**src/hdl/elob_pkg.sv**
```systemverilog
`timescale 1ns / 1ps
// Package for the enveloped LED overlay blend: widths, codes and the
// structs passed between pipeline stages. Depends on nothing.
package elob_pkg;

   localparam int TIME_BITS        = 32;
   localparam int WEIGHT_FRAC_BITS = 16;
   localparam int WEIGHT_BITS      = WEIGHT_FRAC_BITS + 1;
   localparam int CHAN_BITS        = 8;
   localparam int PROD_BITS        = CHAN_BITS + WEIGHT_BITS;
   localparam int CSR_INDEX_BITS   = 3;
   localparam int CSR_DATA_BITS    = TIME_BITS;

   localparam logic [WEIGHT_BITS-1:0] WEIGHT_ONE =
      {1'b1, {WEIGHT_FRAC_BITS{1'b0}}};
   localparam logic [WEIGHT_BITS-1:0] WEIGHT_THRESH =
      WEIGHT_BITS'((64'd1 << WEIGHT_FRAC_BITS) / 64'd10000);
   localparam logic [CHAN_BITS-1:0] CHAN_MAX = {CHAN_BITS{1'b1}};

   localparam logic [CSR_INDEX_BITS-1:0] CSR_START_TIME     = 3'd0;
   localparam logic [CSR_INDEX_BITS-1:0] CSR_TOTAL_DURATION = 3'd1;
   localparam logic [CSR_INDEX_BITS-1:0] CSR_ATTACK_TIME    = 3'd2;
   localparam logic [CSR_INDEX_BITS-1:0] CSR_FADE_TIME      = 3'd3;
   localparam logic [CSR_INDEX_BITS-1:0] CSR_HELD           = 3'd4;
   localparam logic [CSR_INDEX_BITS-1:0] CSR_MIX_MODE       = 3'd5;

   localparam logic [1:0] MIX_BLEND   = 2'd0;
   localparam logic [1:0] MIX_REPLACE = 2'd1;
   localparam logic [1:0] MIX_ADD     = 2'd2;

   typedef enum logic [1:0] {
      WK_ZERO,
      WK_ONE,
      WK_DIV
   } wkind_type;

   typedef struct packed {
      logic [TIME_BITS-1:0] start_time;
      logic [TIME_BITS-1:0] total_duration;
      logic [TIME_BITS-1:0] attack_time;
      logic [TIME_BITS-1:0] fade_time;
      logic                 held;
      logic [1:0]           mix_mode;
   } cfg_type;

   typedef struct packed {
      logic [CHAN_BITS-1:0] base_red;
      logic [CHAN_BITS-1:0] base_green;
      logic [CHAN_BITS-1:0] base_blue;
      logic [CHAN_BITS-1:0] over_red;
      logic [CHAN_BITS-1:0] over_green;
      logic [CHAN_BITS-1:0] over_blue;
   } pixel_type;

   typedef struct packed {
      logic                        valid;
      wkind_type                   kind;
      logic [TIME_BITS-1:0]        rem;
      logic [TIME_BITS-1:0]        den;
      logic [WEIGHT_FRAC_BITS-1:0] quo;
      pixel_type                   pix;
   } stage_type;

endpackage

```
**src/hdl/elob_div_step.sv**
```systemverilog
`timescale 1ns / 1ps
// One restoring division step of the envelope ramp, registered: one
// quotient bit per stage. Depends on elob_pkg.
module elob_div_step (
   input  logic                clock,
   input  logic                reset,
   input  elob_pkg::stage_type in_stage,
   output elob_pkg::stage_type out_stage
);
   import elob_pkg::*;

   logic [TIME_BITS:0]   shifted;
   logic [TIME_BITS:0]   diff;
   logic                 fits;
   stage_type            step_ff;

   assign shifted = {in_stage.rem, 1'b0};
   assign diff    = shifted - {1'b0, in_stage.den};
   assign fits    = shifted >= {1'b0, in_stage.den};

   always_ff @(posedge clock) begin
      if (reset) begin
         step_ff.valid <= 1'b0;
      end else begin
         step_ff.valid <= in_stage.valid;
      end
      step_ff.kind <= in_stage.kind;
      step_ff.den  <= in_stage.den;
      step_ff.pix  <= in_stage.pix;
      step_ff.rem  <= fits ? diff[TIME_BITS-1:0] : shifted[TIME_BITS-1:0];
      step_ff.quo  <= {in_stage.quo[WEIGHT_FRAC_BITS-2:0], fits};
   end

   assign out_stage = step_ff;

endmodule

```
**config.mk**
```make
export PLATFORM = sky130hd
export DESIGN_NAME = elob_div_step
export DESIGN_NICKNAME = d
export VERILOG_FILES = /design/src/hdl/elob_pkg.sv /design/src/hdl/elob_div_step.sv
export SDC_FILE = /design/constraint.sdc
export NUM_CORES = 1
export LEC_CHECK = 0
export ABC_AREA = 1
export BUFFER_PORTS_ARGS = -buffer_cell sky130_fd_sc_hd__buf_2
export CORE_MARGIN = 2
export CORE_UTILIZATION = 35
export CTS_CLUSTER_SIZE = 16
export DETAILED_ROUTE_END_ITERATION = 10
export PLACE_DENSITY = 0.66
export SLEW_MARGIN = 15
export SYNTH_ARGS = -nofsm -noshare
export SYNTH_HDL_FRONTEND = slang
export SYNTH_SLANG_ARGS = --single-unit
```
**constraint.sdc**
```tcl
create_clock -name clock -period 4.8 [get_ports clock]
set_input_delay 0.24 -clock clock [delete_from_list [all_inputs] [get_ports clock]]
set_output_delay 0.24 -clock clock [all_outputs]
set_load 0.01 [all_outputs]
```
Yosys cells after proc, flatten, opt, wreduce, memory -nomap -nowiden

Index checks and enable logic that the tools add are counted.

Register bits: 131
Input port bits: 133
Word-level logic and storage cells: 15

Add/sub/neg operators: 1
Magnitude comparators: 1
Mux-type cells: 1

Operators by type and width:

| cell                                             | number |
|---|---|
| 33-bit by 32-bit >= comparator with 1-bit output | 1 |
| 32-bit two-way mux                               | 1 |
| 32-bit subtractor                                | 1 |

Depth between registers and ports, before layout

Depth after elaboration: 2
Mapped depth: 16
Depth with buffers taken out: 14

Worst setup path before layout

Ideal clock, no wire load.

Path type: input port to flip-flop
Start: input in_stage[67] in the netlist's numbering
End: register step_ff (netlist bit out_stage[126])
Arrival time: 1572 ps
Required time: 4687 ps
Setup slack: 3114 ps
Stages: 15
Buffers on the path: 1
Cell sequence: inv_1 > ha_1 > nand2_2 > inv_1 > nand2_1 > nand2_1 > nand2_1 > nand3_2 > nand2_2 > nand2_2 > nand2_4 > nand2_8 > buf_6 > nand3_1 > nand2_1

Cells in the longest elaborated chain, start to end: 2
Elaborated cells between the ends (all ways): 3
Those cells by class: add/sub (1); order compare (1); mux (1)

RTL lines:

| item                                                                                  | RTL line                                 | text |
|---|---|---|
| start, declared                                                                       | elob_div_step.sv:7                       | `input elob_pkg::stage_type in_stage,` |
| 32-bit subtractor or 33-bit by 32-bit >= comparator with 1-bit output (tied branches) | elob_div_step.sv:18, elob_div_step.sv:19 |  |
| 32-bit two-way mux *                                                                  | elob_div_step.sv:30                      | `step_ff.rem <= fits ? diff[TIME_BITS-1:0] : shifted[TIME_BITS-1:0];` |
| end, declared                                                                         | elob_div_step.sv:15                      | `stage_type step_ff;` |

Every way passes the cells marked *; elsewhere a longest branch is shown, timed or not.
A chain may end at the register's enable or synchronous reset.

Worst setup path after layout

Start: input in_stage[92] in the netlist's numbering
End: register step_ff (netlist bit out_stage[124])

Same word-level chain as after synthesis.

==> impl.org <==
** Clock tree
- After clock tree synthesis, the flow added hold-fix buffers numbering between 90 and 100.
- The clock drives ~130 sinks.
- Post-CTS clock slew at the launch and capture registers of the worst setup and hold paths :: 0.06 ns
- In this run the deepest clock path goes through 2 buffers.
- After clock tree synthesis, the repair step resized 0 gates.
- Buffers inserted during clock tree synthesis total 17.
- TritonCTS built the clock tree.
- After clock tree synthesis, the setup repair step added 0 buffers.
- CTS H-Tree Depth :: 4
- The cell sitting at the root of the clock tree is a clkbuf_16.

** Logic synthesis
- Top post-synthesis cells by area :: dfxtp_1 (45%), nand2_1 (18%), inv_1 (9.8%), ha_1 (6.9%), nand3_1 (4.8%)
- Fraction of synthesis flops using an asynchronous set or reset pin :: 0
- Summed over all instances, the cell type with the most area after synthesis is dfxtp_1.
- Register bit count reported by yosys :: 131
- Cell with the most instances after synthesis :: nand2_1
- Number of synthesized flops with an enable pin :: 0
- Synth warn :: 0
- Synthesis produced a netlist whose cell count is 780.
- Yosys mapped the design onto 27 distinct sky130hd cell types.
- Mean post-synth cell area :: 7.400 um2
- Sequential element share of the synthesized area :: 0.4544
- In the synthesized netlist the dominant register cell turns out to be dfxtp_1.
- Post-Syn Nets :: 946
- Counting instances in the post-synthesis netlist gives the leading cell types as nand2_1 (276), inv_1 (150), dfxtp_1 (131).
- Netlist area before placement :: 5772 um2
- Post-synth top area share :: 0.4544

** Die
- Overall die area :: 17530 um2
- The initial utilization of the core area, before any placement, comes to 0.3607.
- Number of placed I/O pins :: 264
- The floorplan has 46 rows.
- The floorplan step defined a core boundary enclosing around 16000 um2.
- The die is 132.4 um tall.
- X dimension of the die :: 132.4 um

** Drt
- In the routed design, unresolved DRC markers number 0.
- The routed layout has just under 6000 vias.
- After the first detailed-routing iteration, the DRC count stood at 247.
- In the final routed layout, each cell accounts on average for 14.52 um.
- Via/cell ratio :: 4.316
- Before antenna repair, the detailed router went through 5 iterations.
- The routed design has 20010 um of wire.
- Once detail routing completed, the nets flagged for antenna violations numbered 0.

** Global routing
- Antenna violations before repair :: 1
- In the global route stage, overall resource usage came out at 0.2272.
- The first global-routing pass estimated about 31000 um of wire.
- Total global routing overflow :: 0
- Entering global routing, the biggest net connects 34 pins.
- The via count of the first global-routing pass is approximately 6000.

** Critical path
- The critical path is of the in -> reg type.
- Crit Path Max Fanout :: 33
- The worst setup path is launched from an input pin.
- STA puts the critical path data required time at about 5.1 ns.
- The worst setup path is captured at a register.
- Data arrives at the worst endpoint at between 3 and 4 ns.

** Timing
- Of the available clock period, the critical path in the final layout requires 0.5812.
- Setup violations remaining at the end of the flow were counted as 0.
- Final-report max-slew violation count :: 0
- Based on the critical path, the design can be clocked at up to 0.3584 GHz.
- Headroom to the max-slew limit came out at 0.5778.
- Setup repair after global routing left no endpoint under its margin.
- At the pin with the least slew margin, the transition time is 0.6318 ns.
- Final total negative setup slack :: 0 ns
- Final critical delay including setup and external delays :: between 2 and 3 ns
- Final hold vios :: 0
- Minimum hold slack :: 0.03616 ns

** Final layout
- The final layout contains roughly 1300 nets.
- Antenna diode instance count :: 0
- Summing all multi-input logic gate instances after layout gives around 2500 um2.
- Max FFs per register :: 131
- In the final layout, the share of cells above drive strength 1 is 0.2711.
- Fill cell total of the finished layout :: 1536
- Register cell area after layout :: between 2000 and 3000 um2
- Layout overhead on the synthesized area :: 54.17%

** Placement
- Gp weighted congestion :: 0.8522
- During placement, the flow inserted port buffers numbering approximately 260.
- Detailed placement finished with a half-perimeter wire length of 14600 um.

** Outcome
- The run finished with clean final reports.

** Flow run
- Max-cap violations :: 0

** Min path
- The tightest min-delay check is of the in -> reg type.
- Number of cells on the worst hold path :: 3

** Power
- Power spread over the standard cell area amounts to ~370 nW/um2.
- Peak supply drop :: 0.2454 mV
- The analysis attributes to cell leakage a power of ~5 nW.
- Sum of internal, switching and leakage power :: ~3.3 mW
## layout make-up
class                      instances  share of cell area
sequential                       131              0.2947
timing repair buffer             361              0.2584
tap                              216             0.03037
clock buffer                      18             0.04935
multi-input combinational        489              0.2816
clock inverter                    13             0.02222
inverter                         150             0.06327
## critical path: stages
cell	delay, ns
dlygate4sd3_1	0.52
buf_2	0.10
inv_1	0.04
ha_1	0.35
a21oi_1	0.26
nand2_1	0.12
a21oi_1	0.14
nand2_1	0.10
nor2_4	0.50
buf_4	0.31
nand2_8	0.19
nand3_1	0.14
nand2_1	0.06
## layer usage
| metal | part of all wire | GRT usage | up-vias |
|---|---|---|---|
| li1 | - | - | 3095 |
| met1 | 0.43 | 0.2658 | 2624 |
| met2 | 0.49 | 0.4013 | 197 |
| met3 | 0.062 | 0.06207 | 29 |
| met4 | 0.023 | 0.07527 | 2 |
| met5 | 0.00085 | 0 | - |
## where the power goes
group          internal (mW)  switching (mW)  leakage (nW)
sequential              1.19          0.0243          1.11
clock                  0.890           0.518         0.308
combinational          0.282           0.381          3.61
total                   2.36           0.923          5.02
## cell families (layout without fill, tap and decap cells)
group	Yosys count	count (layout)	synth area share
AOI/OAI and AO/OA	25	25	0.02254
xor gates and xnor gates	14	14	0.02124
adders and majority gates	33	33	0.07284
buffers and inverters	160	542	0.1114
DFF	131	131	0.4544
and+or+nand+nor	417	417	0.3176
## final timing paths
check | start | to
max | in_stage[92] | out_stage[124]
min | in_stage[130] | out_stage[130]
## cells in the final DEF (no fill, tap or decap), types with 8 or more instances in the layout
master / instances
nand2_1: 276
buf_2: 262
inv_1: 150
dfxtp_1: 131
dlygate4sd3_1: 98
nand3_1: 55
nor2_1: 37
ha_1: 32
a21oi_1: 22
clkbuf_16: 17
xor2_1: 13
nand3_2: 11
nand3b_1: 10
and2_1: 8
## stage by stage
step	instance area, um2	setup slack (ns)	std cells	utilization
5_1_grt	8899	1.778	1378	0.5561
2_1_floorplan	5772	3.114	780	-
3_5_place_dp	7281	2.122	1249	0.4550
6_report	8899	2.010	1378	0.5561
4_1_cts	8899	2.016	1378	0.5561
3_3_place_gp	7281	2.135	1249	0.4550
No activity file was read; power rests on OpenSTA's default activity.
