===== src/hdl/elob_pkg.sv =====
`timescale 1ns / 1ps
// Package for the enveloped LED overlay blend: widths, codes and the
// structs passed between pipeline stages. Depends on nothing.
package elob_pkg;

   localparam int TIME_BITS        = 32;
   localparam int WEIGHT_FRAC_BITS = 16;
   localparam int WEIGHT_BITS      = WEIGHT_FRAC_BITS + 1;
   localparam int CHAN_BITS        = 8;
   localparam int PROD_BITS        = CHAN_BITS + WEIGHT_BITS;
   localparam int CSR_INDEX_BITS   = 3;
   localparam int CSR_DATA_BITS    = TIME_BITS;

   localparam logic [WEIGHT_BITS-1:0] WEIGHT_ONE =
      {1'b1, {WEIGHT_FRAC_BITS{1'b0}}};
   localparam logic [WEIGHT_BITS-1:0] WEIGHT_THRESH =
      WEIGHT_BITS'((64'd1 << WEIGHT_FRAC_BITS) / 64'd10000);
   localparam logic [CHAN_BITS-1:0] CHAN_MAX = {CHAN_BITS{1'b1}};

   localparam logic [CSR_INDEX_BITS-1:0] CSR_START_TIME     = 3'd0;
   localparam logic [CSR_INDEX_BITS-1:0] CSR_TOTAL_DURATION = 3'd1;
   localparam logic [CSR_INDEX_BITS-1:0] CSR_ATTACK_TIME    = 3'd2;
   localparam logic [CSR_INDEX_BITS-1:0] CSR_FADE_TIME      = 3'd3;
   localparam logic [CSR_INDEX_BITS-1:0] CSR_HELD           = 3'd4;
   localparam logic [CSR_INDEX_BITS-1:0] CSR_MIX_MODE       = 3'd5;

   localparam logic [1:0] MIX_BLEND   = 2'd0;
   localparam logic [1:0] MIX_REPLACE = 2'd1;
   localparam logic [1:0] MIX_ADD     = 2'd2;

   typedef enum logic [1:0] {
      WK_ZERO,
      WK_ONE,
      WK_DIV
   } wkind_type;

   typedef struct packed {
      logic [TIME_BITS-1:0] start_time;
      logic [TIME_BITS-1:0] total_duration;
      logic [TIME_BITS-1:0] attack_time;
      logic [TIME_BITS-1:0] fade_time;
      logic                 held;
      logic [1:0]           mix_mode;
   } cfg_type;

   typedef struct packed {
      logic [CHAN_BITS-1:0] base_red;
      logic [CHAN_BITS-1:0] base_green;
      logic [CHAN_BITS-1:0] base_blue;
      logic [CHAN_BITS-1:0] over_red;
      logic [CHAN_BITS-1:0] over_green;
      logic [CHAN_BITS-1:0] over_blue;
   } pixel_type;

   typedef struct packed {
      logic                        valid;
      wkind_type                   kind;
      logic [TIME_BITS-1:0]        rem;
      logic [TIME_BITS-1:0]        den;
      logic [WEIGHT_FRAC_BITS-1:0] quo;
      pixel_type                   pix;
   } stage_type;

endpackage


===== src/hdl/elob_mix.sv =====
`timescale 1ns / 1ps
// Pixel mixer: weight decode and products in one stage, then sums,
// saturation and the output register. Depends on elob_pkg.
module elob_mix (
   input  logic                          clock,
   input  logic                          reset,
   input  elob_pkg::stage_type           in_stage,
   input  logic [1:0]                    mix_mode,
   output logic                          out_strobe,
   output logic [elob_pkg::CHAN_BITS-1:0] out_red,
   output logic [elob_pkg::CHAN_BITS-1:0] out_green,
   output logic [elob_pkg::CHAN_BITS-1:0] out_blue,
   output logic [elob_pkg::WEIGHT_BITS-1:0] out_weight,
   output logic                          out_applied
);
   import elob_pkg::*;

   logic [WEIGHT_BITS-1:0] weight_in;
   logic [WEIGHT_BITS-1:0] inv_weight;
   logic                   over_lit;
   logic                   applied_in;
   logic [CHAN_BITS-1:0]   base_ch[3];
   logic [CHAN_BITS-1:0]   over_ch[3];

   logic                   m1_valid_ff;
   logic [WEIGHT_BITS-1:0] m1_weight_ff;
   logic                   m1_applied_ff;
   logic                   m1_add_ff;
   logic [CHAN_BITS-1:0]   m1_base_ff[3];
   logic [PROD_BITS-1:0]   m1_pover_ff[3];
   logic [PROD_BITS-1:0]   m1_pbase_ff[3];

   logic [PROD_BITS:0]     cross_sum[3];
   logic [CHAN_BITS:0]     add_sum[3];
   logic [CHAN_BITS-1:0]   res_in[3];

   logic                   strobe_ff;
   logic [CHAN_BITS-1:0]   res_ff[3];
   logic [WEIGHT_BITS-1:0] weight_ff;
   logic                   applied_ff;

   always_comb begin
      case (in_stage.kind)
         WK_ZERO: weight_in = '0;
         WK_DIV:  weight_in = {1'b0, in_stage.quo};
         default: weight_in = WEIGHT_ONE;
      endcase
   end

   assign inv_weight = WEIGHT_ONE - weight_in;
   assign base_ch[0] = in_stage.pix.base_red;
   assign base_ch[1] = in_stage.pix.base_green;
   assign base_ch[2] = in_stage.pix.base_blue;
   assign over_ch[0] = in_stage.pix.over_red;
   assign over_ch[1] = in_stage.pix.over_green;
   assign over_ch[2] = in_stage.pix.over_blue;
   assign over_lit   = (over_ch[0] | over_ch[1] | over_ch[2]) != '0;
   assign applied_in = (weight_in > WEIGHT_THRESH) &&
                       ((mix_mode == MIX_REPLACE) || (mix_mode == MIX_ADD) || over_lit);

   always_ff @(posedge clock) begin
      if (reset) begin
         m1_valid_ff <= 1'b0;
      end else begin
         m1_valid_ff <= in_stage.valid;
      end
      m1_weight_ff  <= weight_in;
      m1_applied_ff <= applied_in;
      m1_add_ff     <= mix_mode == MIX_ADD;
      for (int c = 0; c < 3; c++) begin
         m1_base_ff[c]  <= base_ch[c];
         m1_pover_ff[c] <= PROD_BITS'(over_ch[c]) * PROD_BITS'(weight_in);
         m1_pbase_ff[c] <= PROD_BITS'(base_ch[c]) * PROD_BITS'(inv_weight);
      end
   end

   always_comb begin
      for (int c = 0; c < 3; c++) begin
         cross_sum[c] = {1'b0, m1_pover_ff[c]} + {1'b0, m1_pbase_ff[c]};
         add_sum[c]   = {1'b0, m1_base_ff[c]} +
                        {1'b0, m1_pover_ff[c][WEIGHT_FRAC_BITS +: CHAN_BITS]};
         if (!m1_applied_ff) begin
            res_in[c] = m1_base_ff[c];
         end else if (m1_add_ff) begin
            res_in[c] = add_sum[c][CHAN_BITS] ? CHAN_MAX : add_sum[c][CHAN_BITS-1:0];
         end else begin
            res_in[c] = cross_sum[c][WEIGHT_FRAC_BITS +: CHAN_BITS];
         end
      end
   end

   always_ff @(posedge clock) begin
      if (reset) begin
         strobe_ff <= 1'b0;
      end else begin
         strobe_ff <= m1_valid_ff;
      end
      weight_ff  <= m1_weight_ff;
      applied_ff <= m1_applied_ff;
      for (int c = 0; c < 3; c++) begin
         res_ff[c] <= res_in[c];
      end
   end

   assign out_strobe  = strobe_ff;
   assign out_red     = res_ff[0];
   assign out_green   = res_ff[1];
   assign out_blue    = res_ff[2];
   assign out_weight  = weight_ff;
   assign out_applied = applied_ff;

   weight_bounded: assert property (@(posedge clock) disable iff (reset)
      strobe_ff |-> (weight_ff <= WEIGHT_ONE))
      else $error("mix weight above one");

   applied_needs_weight: assert property (@(posedge clock) disable iff (reset)
      (strobe_ff && applied_ff) |-> (weight_ff > WEIGHT_THRESH))
      else $error("pixel applied with a weak weight");

   bypass_keeps_base: assert property (@(posedge clock) disable iff (reset)
      (m1_valid_ff && !m1_applied_ff) |=>
         ((res_ff[0] == $past(m1_base_ff[0])) && (res_ff[1] == $past(m1_base_ff[1])) &&
          (res_ff[2] == $past(m1_base_ff[2]))))
      else $error("bypassed pixel differs from base");

endmodule


===== config.mk =====
export PLATFORM = sky130hd
export DESIGN_NAME = elob_mix
export DESIGN_NICKNAME = d
export VERILOG_FILES = /design/src/hdl/elob_pkg.sv /design/src/hdl/elob_mix.sv
export SDC_FILE = /design/constraint.sdc
export NUM_CORES = 2
export LEC_CHECK = 0
export ABC_AREA = 0
export BUFFER_PORTS_ARGS = -buffer_cell sky130_fd_sc_hd__buf_2
export CORE_MARGIN = 5
export CORE_UTILIZATION = 45
export CTS_BUF_LIST = sky130_fd_sc_hd__clkbuf_2
export DETAILED_ROUTE_END_ITERATION = 8
export PLACE_DENSITY = 0.64
export SLEW_MARGIN = 15
export SYNTH_ARGS = -nofsm -noshare
export SYNTH_HDL_FRONTEND = slang
export SYNTH_SLANG_ARGS = --single-unit
export TNS_END_PERCENT = 30

===== constraint.sdc =====
create_clock -name clock -period 16.4 [get_ports clock]
set_input_delay 3.28 -clock clock [delete_from_list [all_inputs] [get_ports clock]]
set_output_delay 3.28 -clock clock [all_outputs]
set_load 0.02 [all_outputs]

# Word-level counts from Yosys, hierarchy flattened
# Memories as Yosys holds them, arrays and structs flattened.
# Index checks and enable logic that the tools add are counted.
# classes
add_sub_neg	7
n_mul	6
magnitude_cmp	1
eq_ne	3
mux	10
bitwise	2
n_reduce_logical	5
# op_table
operator	count
multiplier 8 x 17 -> 25 bit	6
adder 24 bit	3
2-to-1 mux 8 bit	9
one-hot mux 17 bit (2 select lines)	1
adder 8 x 8 -> 9 bit	3
greater-than comparator 17 x 3 -> 1 bit (second input constant)	1
subtractor 17 bit (first input constant)	1
bitwise OR 8 bit	2
nonzero test 8 bit	1
equality test 2 bit (second input constant)	2
equality test 2 x 1 -> 1 bit (second input constant)	1
zero test 2 bit	1
logical OR 1 bit	2
logical AND 1 bit	1
# totals
ff_bits	39
ramBits	198
output_inout_bits	43
wordCells	45
n_memories	4
# memory_table
name	depth	width	rd	rd_ports_with_merged_regs	wr	line	source
m1_pbase_ff	3	25	3	0	3	elob_mix.sv:31	logic [PROD_BITS-1:0] m1_pbase_ff[3];
m1_pover_ff	3	25	3	0	3	elob_mix.sv:30	logic [PROD_BITS-1:0] m1_pover_ff[3];
m1_base_ff	3	8	3	0	3	elob_mix.sv:29	logic [CHAN_BITS-1:0] m1_base_ff[3];
res_ff	3	8	3	0	3	elob_mix.sv:38	logic [CHAN_BITS-1:0] res_ff[3];

# Longest topological paths before layout
# logic_depth
depth_word	5
ltp_mapped	29

# Worst setup path before layout
# OpenSTA, ideal clock, no wires.
# synth_path
path_kind	input to register
startpoint	input in_stage[129] (netlist name)
endpoint	memory m1_pbase_ff[0][73] (netlist name)
setup_time_ps	72
t_arrival_ps	9187
t_required_ps	16328
setup_slack_ps	7141
path_stages	28
n_path_buf	3
cell_sequence	nor2b_1 buf_2 and2_1 clkbuf_1 inv_1 ha_1 o21a_1 and2_1 nor2b_1 xnor2_1 clkbuf_1 nand2_1 fa_1 inv_1 fa_1 fa_1 inv_1 fa_1 inv_1 ha_1 and3_1 a221oi_1 a21oi_1 and3_1 a2111o_1 a31o_2 a21oi_1 xnor2_1
# synth_rtl
item	line	source
from (decl)	elob_mix.sv:7	input elob_pkg::stage_type in_stage,
to (decl)	elob_mix.sv:31	

==> results.md <==
- Hold/Removal Path Class: flop to flop
- Detailed placement HPWL: 64.0 mm
- Avg Vias per Cell: 5.34
- Clk_lat worst skew: about 1100 ps
- GRT Overall Usage: about 22%
- Vias: 25.2k
- Initial Util: 45.4%
- Most frequent cells in the layout: inv_1 (560), fa_1 (537), nand2_1 (365)
- Async S/R FF share, synth: 0%
- WS Path Type: input port to flop
- Post-synth EDFFs: 0
- Synthesized flop and latch total: 231
- Max VDD drop: 0.106 mV
- GPL Wtd Cong: 0.860
- Resized cells post-CTS: 0
- Crit path max fanout: 52
- CTS hold repair buffers: 0
- Reg clk slew, reported paths: 100 ps
- Yosys top cell area share: 32.4%
- DR WL/cell: 17.8 um
- RSZ-0062 raised after global routing: false
- Top Ports: 178
- Grt total ovfl: 0
- Post-CTS setup buffers: 0
- Post-DP Area: 34700 sq um
- Num rows: just under 100
- Multi-input gate area: 25900 sq um
- Share of cells above drive strength 1: 7.72%
- Initial antenna violation count: 13
- CTS tree: yes
- Synth-to-Final Area Change: 6.62%
- Mapped Nets: 4682
- Leakage: approximately 17 nW
- Max_slew headroom: 34.1%
- Netlist cell types: 78
- CTS Sinks: 231
- DR DRC count: 0
- Die extent in y: approximately 280 um
- Number of buffers added on ports: 113
- Critical Path End Type: flop
- Largest cells by area after synthesis: fa_1 (32%), dfxtp_1 (14%), ha_1 (13%)
- Final setup fails: 0
- Fill count: 7000
- Worst Path Required: 17230 ps
- CORE AREA: between 70000 and 80000 sq um
- Mapped Area: 33100 sq um
- Post-route cell area: between 30000 and 40000 sq um
- Arrival time worst endpoint: about 11000 ps
- Initial DRT Pass Iterations: 5
- Most common cell after layout, fill and taps aside: inv_1
- CTS Buf Count: 67
- Die X-Extent: 281 um
- Slowest-stage cell, CP: nor2b_4
- Top FF cell, synth: dfxtp_1
- Ys Warns: 0
- H-tree levels: 3
- Period utilisation layout: a little over three fifths
- Max Root-Sink Buffers: 3
- Utilization after layout: 48.4%
- Final min period: 10300 ps
- Slowest stage delay, CP: between 600 and 700 ps
- Final Hold Viols: 0
- Post-synth top area cell: fa_1
- First-pass GRT wire length: 140 mm
- Antenna viol nets, final: 0
- Max Slew Vio Count: 0
- Outcome: completed
- Final Skew: 112 ps
- Nets: 4733
- Max-Cap Viols: 0
- Die area: about 79000 sq um
- Least-Margin Pin Slew: ~980 ps
- Setup TNS: 0 ps
- Crit path launch type: input port
- Max Freq: 0.0971 GHz
- Root buffer cell: clkbuf_2
- Starting DRC count in detailed routing: 1430
- Pwr/cell area: between 100 and 150 nW/um^2
- Seq/Total Area, Yosys: 14.0%
- Syn Area/Cell: 9.06 sq um
- Largest net degree at the start of global routing: 55
- Vias in the first global route: 26.9k
- Register Area: 4620 sq um
- Routed Wire Length: 84.2 mm
- Cells after synthesis: 3659
==> cell usage after synthesis (41+ instances only) <==
cell type / count
inv_1: 560
fa_1: 537
nand2_1: 365
and2_1: 357
ha_1: 351
dfxtp_1: 231
and3_1: 190
clkbuf_1: 160
a21oi_1: 130
xnor2_1: 122
nor2_1: 112
o21ai_0: 68
nor3_1: 41
==> worst max-delay path, delay by kind of cell <==
family / cells / cell delay [ps]
AOI/OAI and AO/OA: 6 / 1470
xor gates and xnor gates: 2 / 280
adders and majority gates: 6 / 2600
buffers and inverters: 9 / 1700
and+or+nand+nor: 6 / 1700
==> stage by stage <==
stage / instances / hold slack (ps) / setup slack [ps] / total power [W]
2_1_floorplan: 3659 / 310 / 7140 / 0.00333
3_3_place_gp: 4600 / 310 / 5310 / 0.00410
3_5_place_dp: 4600 / 312 / 5220 / 0.00413
4_1_cts: 4714 / 294 / 6250 / 0.00464
5_1_grt: 4720 / 299 / 5790 / 0.00512
6_report: 4720 / 314 / 6100 / 0.00458
==> layout make-up <==
| class | count | area share (%) |
|---|---|---|
| multi-input combinational | 2697 | 73.3 |
| sequential | 231 | 13.1 |
| timing repair buffer | 151 | 2.41 |
| clock buffer | 84 | 1.19 |
| clock inverter | 30 | 0.634 |
| inverter | 562 | 5.97 |
| antenna | 6 | 0.0425 |
| tap | 959 | 3.40 |
==> logic make-up (layout without fill, tap and decap cells) <==
family	Yosys count	after routing	share of synthesized area [%]
AOI/OAI and AO/OA	430	430	8.47
xor gates and xnor gates	156	156	4.12
adders and majority gates	888	888	45.7
buffers and inverters	731	827	8.30
DFF	231	231	14.0
muxes	10	10	0.310
other	0	6	0
and+or+nand+nor	1213	1213	19.1
==> layer usage <==
metal,vias to the layer above,global-route usage (%),wire (um)
met1,12700,29.1,36300
met3,119,3.50,4900
li1,11800,-,-
met4,2,6.15,2170
met2,601,37.6,40800
met5,-,0,7
==> sequential cells by signal (all words and copies together) (netlist names) <==
signal and cells:
m1_add_ff 1, out_applied 1, m1_valid_ff 1, res_ff 24
out_strobe 1, m1_weight_ff 17, m1_applied_ff 1, m1_pbase_ff 72
m1_base_ff 24, m1_pover_ff 72, out_weight 17
==> path summary, 6_finish.rpt <==
kind,start,cells after the start,slack [ps],endpoint
hold reg to reg,m1_weight_ff[11]$_DFF_P_,0,310,out_weight[11]$_DFF_P_
setup reg to reg,m1_add_ff$_DFF_P_,6,13310,res_ff[0][21]$_DFF_P_
setup / recovery,in_stage[128],29,6100,m1_pbase_ff[0][73]$_DFF_P_
hold / removal,m1_weight_ff[11]$_DFF_P_,0,310,out_weight[11]$_DFF_P_
==> power breakdown <==
part	leakage [nW]	switching (W)	internal, W	total, W
registers	1.93	0.0000875	0.000770	0.000857
logic	15.0	0.00185	0.00140	0.00325
clock network	0.460	0.000277	0.000193	0.000471
(Power assumes the default switching activity.)
