--- src/hdl/elob_pkg.sv ---
`timescale 1ns / 1ps
// Package for the enveloped LED overlay blend: widths, codes and the
// structs passed between pipeline stages. Depends on nothing.
package elob_pkg;

   localparam int TIME_BITS        = 32;
   localparam int WEIGHT_FRAC_BITS = 16;
   localparam int WEIGHT_BITS      = WEIGHT_FRAC_BITS + 1;
   localparam int CHAN_BITS        = 8;
   localparam int PROD_BITS        = CHAN_BITS + WEIGHT_BITS;
   localparam int CSR_INDEX_BITS   = 3;
   localparam int CSR_DATA_BITS    = TIME_BITS;

   localparam logic [WEIGHT_BITS-1:0] WEIGHT_ONE =
      {1'b1, {WEIGHT_FRAC_BITS{1'b0}}};
   localparam logic [WEIGHT_BITS-1:0] WEIGHT_THRESH =
      WEIGHT_BITS'((64'd1 << WEIGHT_FRAC_BITS) / 64'd10000);
   localparam logic [CHAN_BITS-1:0] CHAN_MAX = {CHAN_BITS{1'b1}};

   localparam logic [CSR_INDEX_BITS-1:0] CSR_START_TIME     = 3'd0;
   localparam logic [CSR_INDEX_BITS-1:0] CSR_TOTAL_DURATION = 3'd1;
   localparam logic [CSR_INDEX_BITS-1:0] CSR_ATTACK_TIME    = 3'd2;
   localparam logic [CSR_INDEX_BITS-1:0] CSR_FADE_TIME      = 3'd3;
   localparam logic [CSR_INDEX_BITS-1:0] CSR_HELD           = 3'd4;
   localparam logic [CSR_INDEX_BITS-1:0] CSR_MIX_MODE       = 3'd5;

   localparam logic [1:0] MIX_BLEND   = 2'd0;
   localparam logic [1:0] MIX_REPLACE = 2'd1;
   localparam logic [1:0] MIX_ADD     = 2'd2;

   typedef enum logic [1:0] {
      WK_ZERO,
      WK_ONE,
      WK_DIV
   } wkind_type;

   typedef struct packed {
      logic [TIME_BITS-1:0] start_time;
      logic [TIME_BITS-1:0] total_duration;
      logic [TIME_BITS-1:0] attack_time;
      logic [TIME_BITS-1:0] fade_time;
      logic                 held;
      logic [1:0]           mix_mode;
   } cfg_type;

   typedef struct packed {
      logic [CHAN_BITS-1:0] base_red;
      logic [CHAN_BITS-1:0] base_green;
      logic [CHAN_BITS-1:0] base_blue;
      logic [CHAN_BITS-1:0] over_red;
      logic [CHAN_BITS-1:0] over_green;
      logic [CHAN_BITS-1:0] over_blue;
   } pixel_type;

   typedef struct packed {
      logic                        valid;
      wkind_type                   kind;
      logic [TIME_BITS-1:0]        rem;
      logic [TIME_BITS-1:0]        den;
      logic [WEIGHT_FRAC_BITS-1:0] quo;
      pixel_type                   pix;
   } stage_type;

endpackage

--- src/hdl/elob_env.sv ---
`timescale 1ns / 1ps
// Envelope front end: two register stages that classify the time against
// the configured envelope. Depends on elob_pkg.
module elob_env (
   input  logic                          clock,
   input  logic                          reset,
   input  logic                          in_valid,
   input  logic [elob_pkg::TIME_BITS-1:0] now_time,
   input  elob_pkg::pixel_type           in_pix,
   input  elob_pkg::cfg_type             cfg,
   output elob_pkg::stage_type           out_stage
);
   import elob_pkg::*;

   logic                 s1_valid_ff;
   logic                 s1_before_ff;
   logic [TIME_BITS-1:0] s1_delta_ff;
   logic                 s1_held_ff;
   logic [TIME_BITS-1:0] s1_dur_ff;
   logic [TIME_BITS-1:0] s1_attack_ff;
   logic                 s1_attack_nz_ff;
   logic [TIME_BITS-1:0] s1_fade_ff;
   logic                 s1_fade_ok_ff;
   logic [TIME_BITS-1:0] s1_dmf_ff;
   pixel_type            s1_pix_ff;

   stage_type            s2_in;
   stage_type            s2_ff;
   logic [TIME_BITS-1:0] dur_minus_delta;

   always_ff @(posedge clock) begin
      if (reset) begin
         s1_valid_ff <= 1'b0;
      end else begin
         s1_valid_ff <= in_valid;
      end
      s1_before_ff    <= now_time < cfg.start_time;
      s1_delta_ff     <= now_time - cfg.start_time;
      s1_held_ff      <= cfg.held;
      s1_dur_ff       <= cfg.total_duration;
      s1_attack_ff    <= cfg.attack_time;
      s1_attack_nz_ff <= cfg.attack_time != '0;
      s1_fade_ff      <= cfg.fade_time;
      s1_fade_ok_ff   <= (cfg.fade_time != '0) && (cfg.total_duration > cfg.fade_time);
      s1_dmf_ff       <= cfg.total_duration - cfg.fade_time;
      s1_pix_ff       <= in_pix;
   end

   assign dur_minus_delta = s1_dur_ff - s1_delta_ff;

   always_comb begin
      s2_in       = '0;
      s2_in.valid = s1_valid_ff;
      s2_in.pix   = s1_pix_ff;
      s2_in.kind  = WK_ONE;
      if (s1_before_ff) begin
         s2_in.kind = WK_ZERO;
      end else if (s1_held_ff) begin
         s2_in.kind = WK_ONE;
      end else if (s1_delta_ff >= s1_dur_ff) begin
         s2_in.kind = WK_ZERO;
      end else if (s1_attack_nz_ff && (s1_delta_ff < s1_attack_ff)) begin
         s2_in.kind = WK_DIV;
         s2_in.rem  = s1_delta_ff;
         s2_in.den  = s1_attack_ff;
      end else if (s1_fade_ok_ff && (s1_delta_ff >= s1_dmf_ff)) begin
         if (s1_delta_ff == s1_dmf_ff) begin
            s2_in.kind = WK_ONE;
         end else begin
            s2_in.kind = WK_DIV;
            s2_in.rem  = dur_minus_delta;
            s2_in.den  = s1_fade_ff;
         end
      end
   end

   always_ff @(posedge clock) begin
      if (reset) begin
         s2_ff.valid <= 1'b0;
      end else begin
         s2_ff.valid <= s2_in.valid;
      end
      s2_ff.kind <= s2_in.kind;
      s2_ff.rem  <= s2_in.rem;
      s2_ff.den  <= s2_in.den;
      s2_ff.quo  <= s2_in.quo;
      s2_ff.pix  <= s2_in.pix;
   end

   assign out_stage = s2_ff;

endmodule

--- config.mk ---
export PLATFORM = sky130hd
export DESIGN_NAME = elob_env
export DESIGN_NICKNAME = d
export VERILOG_FILES = /design/src/hdl/elob_pkg.sv /design/src/hdl/elob_env.sv
export SDC_FILE = /design/constraint.sdc
export NUM_CORES = 1
export LEC_CHECK = 0
export BUFFER_PORTS_ARGS = -buffer_cell sky130_fd_sc_hd__buf_2
export CAP_MARGIN = 25
export CORE_AREA = 5 5 201 203
export CTS_BUF_LIST = sky130_fd_sc_hd__clkbuf_4 sky130_fd_sc_hd__clkbuf_8
export CTS_CLUSTER_DIAMETER = 80
export DETAILED_ROUTE_END_ITERATION = 8
export DIE_AREA = 0 0 206 208
export PLACE_DENSITY = 0.7
export SYNTH_ARGS = -nofsm -noshare
export SYNTH_HDL_FRONTEND = slang
export SYNTH_SLANG_ARGS = --single-unit
--- constraint.sdc ---
create_clock -name clock -period 4.3 [get_ports clock]
set_input_delay 0.86 -clock clock [delete_from_list [all_inputs] [get_ports clock]]
set_output_delay 0.86 -clock clock [all_outputs]
set_load 0.05 [all_outputs]
# --- Word-level counts from Yosys, hierarchy flattened ---
# Index checks and enable logic that the tools add are counted.
word_totals:
  regBits: 328
  input_bits: 214
op_classes:
  addsub: 3
  n_reduce_logical: 6
  n_eq_ne: 1
  magnitude_cmp: 5
  mux: 6
ops:
  columns: ["operator", "count"]
  rows:
  - ["66-bit 2-to-1 mux", 2]
  - ["32-bit subtractor", 3]
  - ["32-bit greater-or-equal comparator", 2]
  - ["32-bit less-than comparator", 2]
  - ["64-bit 2-to-1 mux", 1]
  - ["32-bit nonzero test", 2]
  - ["32-bit == test", 1]
  - ["32-bit > comparator", 1]
  - ["1-bit logical AND", 3]
  - ["3-bit OR reduction", 1]
  - ["1-bit 2-to-1 mux", 2]
  - ["2-bit 2-to-1 mux", 1]

# --- Logic depth before layout (Yosys ltp) ---
logic_depth:
  word_depth: 6
  mapped_depth: 13

# --- Least setup slack after synthesis ---
# Ideal clock, no wire load.
synth_timing:
  kind: "input-to-reg"
  from: "input now_time[0] (netlist bit)"
  to: "register s1_delta_ff[30]"
  required_ns: 4.205
  arrival_ns: 3.201
  setup_slack_ns: 1.003
  path_stages: 12
  setup_time_ns: 0.095
  cell_sequence: "inv_1 > ha_1 > fa_1 > nor2b_4 > o31a_1 > o31a_1 > and2_1 > or4_4 > or3_4 > a21boi_4 > nand3_1 > o311ai_1"
synth_via:
  elab_chain_cells: 1
synth_lines:
  columns: ["item", "line_no", "text"]
  rows:
  - ["from (decl)", "elob_env.sv:8", "input logic [elob_pkg::TIME_BITS-1:0] now_time,"]
  - ["32-bit subtractor", "elob_env.sv:38", "s1_delta_ff <= now_time - cfg.start_time;"]
  - ["to (signal assigned)", "elob_env.sv:38", null]
  - ["to (decl)", "elob_env.sv:17", "logic [TIME_BITS-1:0] s1_delta_ff;"]
# No other way between the ends.
# A chain may end at the register's enable or synchronous reset.

# --- Final worst setup path ---
layout_timing:
  from: "register s1_delta_ff[11]"
  to: "register s2_ff, in the netlist out_stage[78]"
layout_via:
  elab_chain_cells: 4
  word_cells_on_any_way: 10
  classes_between: "order compare (3); eq/ne (1); mux (3); reduce/logical (3)"
layout_lines:
  columns: ["item", "line_no", "text"]
  rows:
  - ["32-bit greater-or-equal comparator or 32-bit == test (tied branches)", "elob_env.sv:66, elob_env.sv:67", null]
  - ["1-bit logical AND or 64-bit 2-to-1 mux (tied branches)", "elob_env.sv:66, elob_env.sv:67", null]
  - ["66-bit 2-to-1 mux", "elob_env.sv:66", "end else if (s1_fade_ok_ff && (s1_delta_ff >= s1_dmf_ff)) begin"]
  - ["66-bit 2-to-1 mux", "elob_env.sv:62", "end else if (s1_attack_nz_ff && (s1_delta_ff < s1_attack_ff)) begin"]
  - ["to (decl)", "elob_env.sv:28", "stage_type s2_ff;"]
# Several ways; a longest one is shown, not always the timed one.

==> flow_metrics.env <==
export IMPL_grt_max_degree=47
export IMPL_rsz0062_at_grt="no"
export IMPL_fin_nets=2335
export IMPL_cts_setup_buffers=0
export IMPL_synthToLayoutAreaGrowth_pct=23.3
export IMPL_max_vdd_ir_drop_v=0.000200
export IMPL_gp_congestion=0.958
export IMPL_die_w_um=206
export IMPL_synthDistinctLibCells=82
export IMPL_finalSetupViolations=0
export IMPL_gr_usage_all_layers=0.201
export IMPL_slew_violations=0
export IMPL_cts_tree="built"
export IMPL_drc=0
export IMPL_syn_area_per_cell_um2=9.18
export IMPL_r2r_cells=11
export IMPL_cp_start_kind="flip-flop"
export IMPL_ctsHoldBuffers=0
export IMPL_drive_gt1_frac=0.230
export IMPL_post_route_min_period_ns=3.48
export IMPL_async_flop_share=0
export IMPL_start_util=0.386
export IMPL_final_setup_tns_ns=0
export IMPL_first_global_vias=13000
export IMPL_yosysSeqAreaShare=0.445
export IMPL_crit_slowest_cell="dfxtp_1"
export IMPL_path_depth=11
export IMPL_fillCellCount=3620
export IMPL_clk_latency_ns=0.63
export IMPL_yosysWarnings=0
export IMPL_synth_edff_count=0
export IMPL_hold_depth=0
export IMPL_finalHoldViolations=0
export IMPL_yosysTopAreaCell="dfxtp_1"
export IMPL_path_delay_family="compound AO/OA/AOI/OAI gates"
export IMPL_synthTopCellsByArea="dfxtp_1 44%, ha_1 13%, a21oi_1 5.8%"
export IMPL_worst_clock_skew_ns=0.0445
export IMPL_period_share=0.810
export IMPL_cts_repair_resized=0
export IMPL_crit_chain="ha_1 -> nand2_1 -> o21ai_0 -> a211o_1 -> o211ai_1 -> a211o_1 -> a21oi_4 -> buf_4 -> buf_4 -> nand3_1 -> a21oi_1"
export IMPL_h_tree_depth=2
export IMPL_io_pins=345
export IMPL_cp_buffers_inverters=2
export IMPL_dieArea_um2=42800
export IMPL_postSynthCellCount=1608
export IMPL_dp_cells=2421
export IMPL_synth_top_cell_area_share=0.445
export IMPL_core_area_um2=38300
export IMPL_antenna_left=0
export IMPL_p_per_area_nw_per_um2=506
export IMPL_ys_flop_type="dfxtp_1"
export IMPL_dp_final_hpwl_mm=36.4
export IMPL_relSlewSlack=0.582
export IMPL_p_leak_nw=8.97
export IMPL_hold_class="flip-flop to flip-flop"
export IMPL_synth_commonest_cells="328 x dfxtp_1, 193 x inv_1, 172 x a21oi_1"
export IMPL_synth_seq_cells=328
export IMPL_drt_pass1_iterations=5
export IMPL_numCtsBuffers=54
export IMPL_syn_cell_area_um2=14800
export IMPL_final_cells=2526
export IMPL_die_height_um=208
export IMPL_criticalPathCategory="flip-flop to flip-flop"
export IMPL_slowest_delay_ns=0.42
export IMPL_antenna_found_initial=5
export IMPL_clk_pin_slew_worst_paths_ns=0.06
export IMPL_worstPathArrival_ns=3.95
export IMPL_worstPathMaxFanout=24
export IMPL_drtIter0Drc=681
export IMPL_grt_pass1_wl_mm=68.7
export IMPL_critPathCaptureType="flip-flop"
export IMPL_viasPerCell=5.06
export IMPL_cts_sinks=328
export IMPL_status="completed"
export IMPL_clk_path_buf_depth=3
export IMPL_portBuffers=326
export IMPL_routed_wl_mm=45.3
export IMPL_cts_root_buf="clkbuf_8"
export IMPL_rows=72
export IMPL_fin_util=0.476
export IMPL_worstMarginPinSlew_ns=0.618
export IMPL_wire_per_inst_um=17.9
export IMPL_vias=12800
export IMPL_synth_most_common_cell="dfxtp_1"
export IMPL_fmaxAchievable_ghz=0.287
export IMPL_critPathRequiredTime_ns=4.76
export IMPL_overflow=0
export IMPL_maxCapViolCount=0
[power by group]
part	leakage (nW)	switching, mW	internal, mW
Combinational	5.57	1.63	0.972
Sequential	2.74	0.220	3.30
Clock	0.654	1.29	1.81
[worst register-to-register path, cell delays in order, from the launching register on]
cell and delay, ns:
dfxtp_1 0.42, ha_1 0.36, nand2_1 0.07, o21ai_0 0.32
a211o_1 0.16, o211ai_1 0.15, a211o_1 0.36, a21oi_4 0.41
buf_4 0.31, buf_4 0.33, nand3_1 0.12, a21oi_1 0.32
[placed cells by master (no fill, tap or decap), types with 8 or more instances in the layout]
master | netlist | final
a211oi_1 | 9 | 9
a21o_1 | 32 | 32
a21oi_1 | 172 | 171
a31oi_1 | 12 | 12
buf_2 | 8 | 326
buf_4 | 16 | 8
clkbuf_8 | 0 | 69
clkinv_2 | 0 | 14
conb_1 | 1 | 16
dfxtp_1 | 328 | 328
ha_1 | 159 | 159
inv_1 | 193 | 193
nand2_1 | 131 | 131
nand2b_1 | 10 | 10
nand3_1 | 69 | 69
nand4_1 | 25 | 25
nor2_1 | 68 | 68
nor2b_1 | 20 | 20
nor4_1 | 20 | 20
o211ai_1 | 8 | 8
o21a_1 | 10 | 10
o21ai_0 | 64 | 64
xnor2_1 | 53 | 53
xor2_1 | 26 | 26
[state kept, by name (all words and copies together), names as in the netlist, 32 cells and up]
signal        count
out_stage       115
s1_dmf_ff        32
s1_fade_ff       32
s1_pix_ff        48
s1_delta_ff      32
s1_dur_ff        32
s1_attack_ff     32
[stage by stage]
step	hold slack (ns)	setup WS [ns]	total power [mW]	area (um^2)
6_report	0.322	0.818	9.22	18200
5_1_grt	0.321	0.605	9.75	18200
4_1_cts	0.319	0.761	9.29	18200
3_5_place_dp	0.312	0.580	6.16	16900
3_3_place_gp	0.310	0.645	6.09	16900
2_1_floorplan	0.310	1.00	5.37	14800
[cells by family after synthesis]
| kind of cell | after synthesis | synth area share |
|---|---|---|
| XOR/XNOR | 79 | 0.0469 |
| adder cells (fa/ha/maj) | 162 | 0.139 |
| buffers and inverters | 249 | 0.0681 |
| AO/OA/AOI/OAI | 395 | 0.169 |
| flip-flops | 328 | 0.445 |
| other | 1 | 0.000254 |
| AND/OR/NAND/NOR | 394 | 0.133 |
[path summary, 6_finish.rpt]
kind | startpoint | endpoint | slack, ns
setup reg to reg | s1_delta_ff[11] | out_stage[78] | 0.82
hold / removal | s1_pix_ff[23] | out_stage[23] | 0.32
setup / recovery | s1_delta_ff[11] | out_stage[78] | 0.82
hold reg to reg | s1_pix_ff[23] | out_stage[23] | 0.32
[per-layer routing]
| layer | global-route usage | vias up | wire, um |
|---|---|---|---|
| met1 | 0.251 | 5890 | 18700 |
| met2 | 0.341 | 538 | 21200 |
| li1 | - | 6247 | - |
| met5 | 0 | - | 7 |
| met3 | 0.0367 | 112 | 3480 |
| met4 | 0.0787 | 2 | 1850 |
[final cells by class]
cell class	count	area, um^2	area share
tap	518	648	0.0356
antenna	5	12.5	0.000687
sequential	328	6570	0.361
clock inverter	25	267	0.0146
multi-input combinational	1046	7270	0.399
clock buffer	75	995	0.0546
timing repair buffer	336	1730	0.0951
inverter	193	724	0.0398
(Power assumes the default switching activity.)
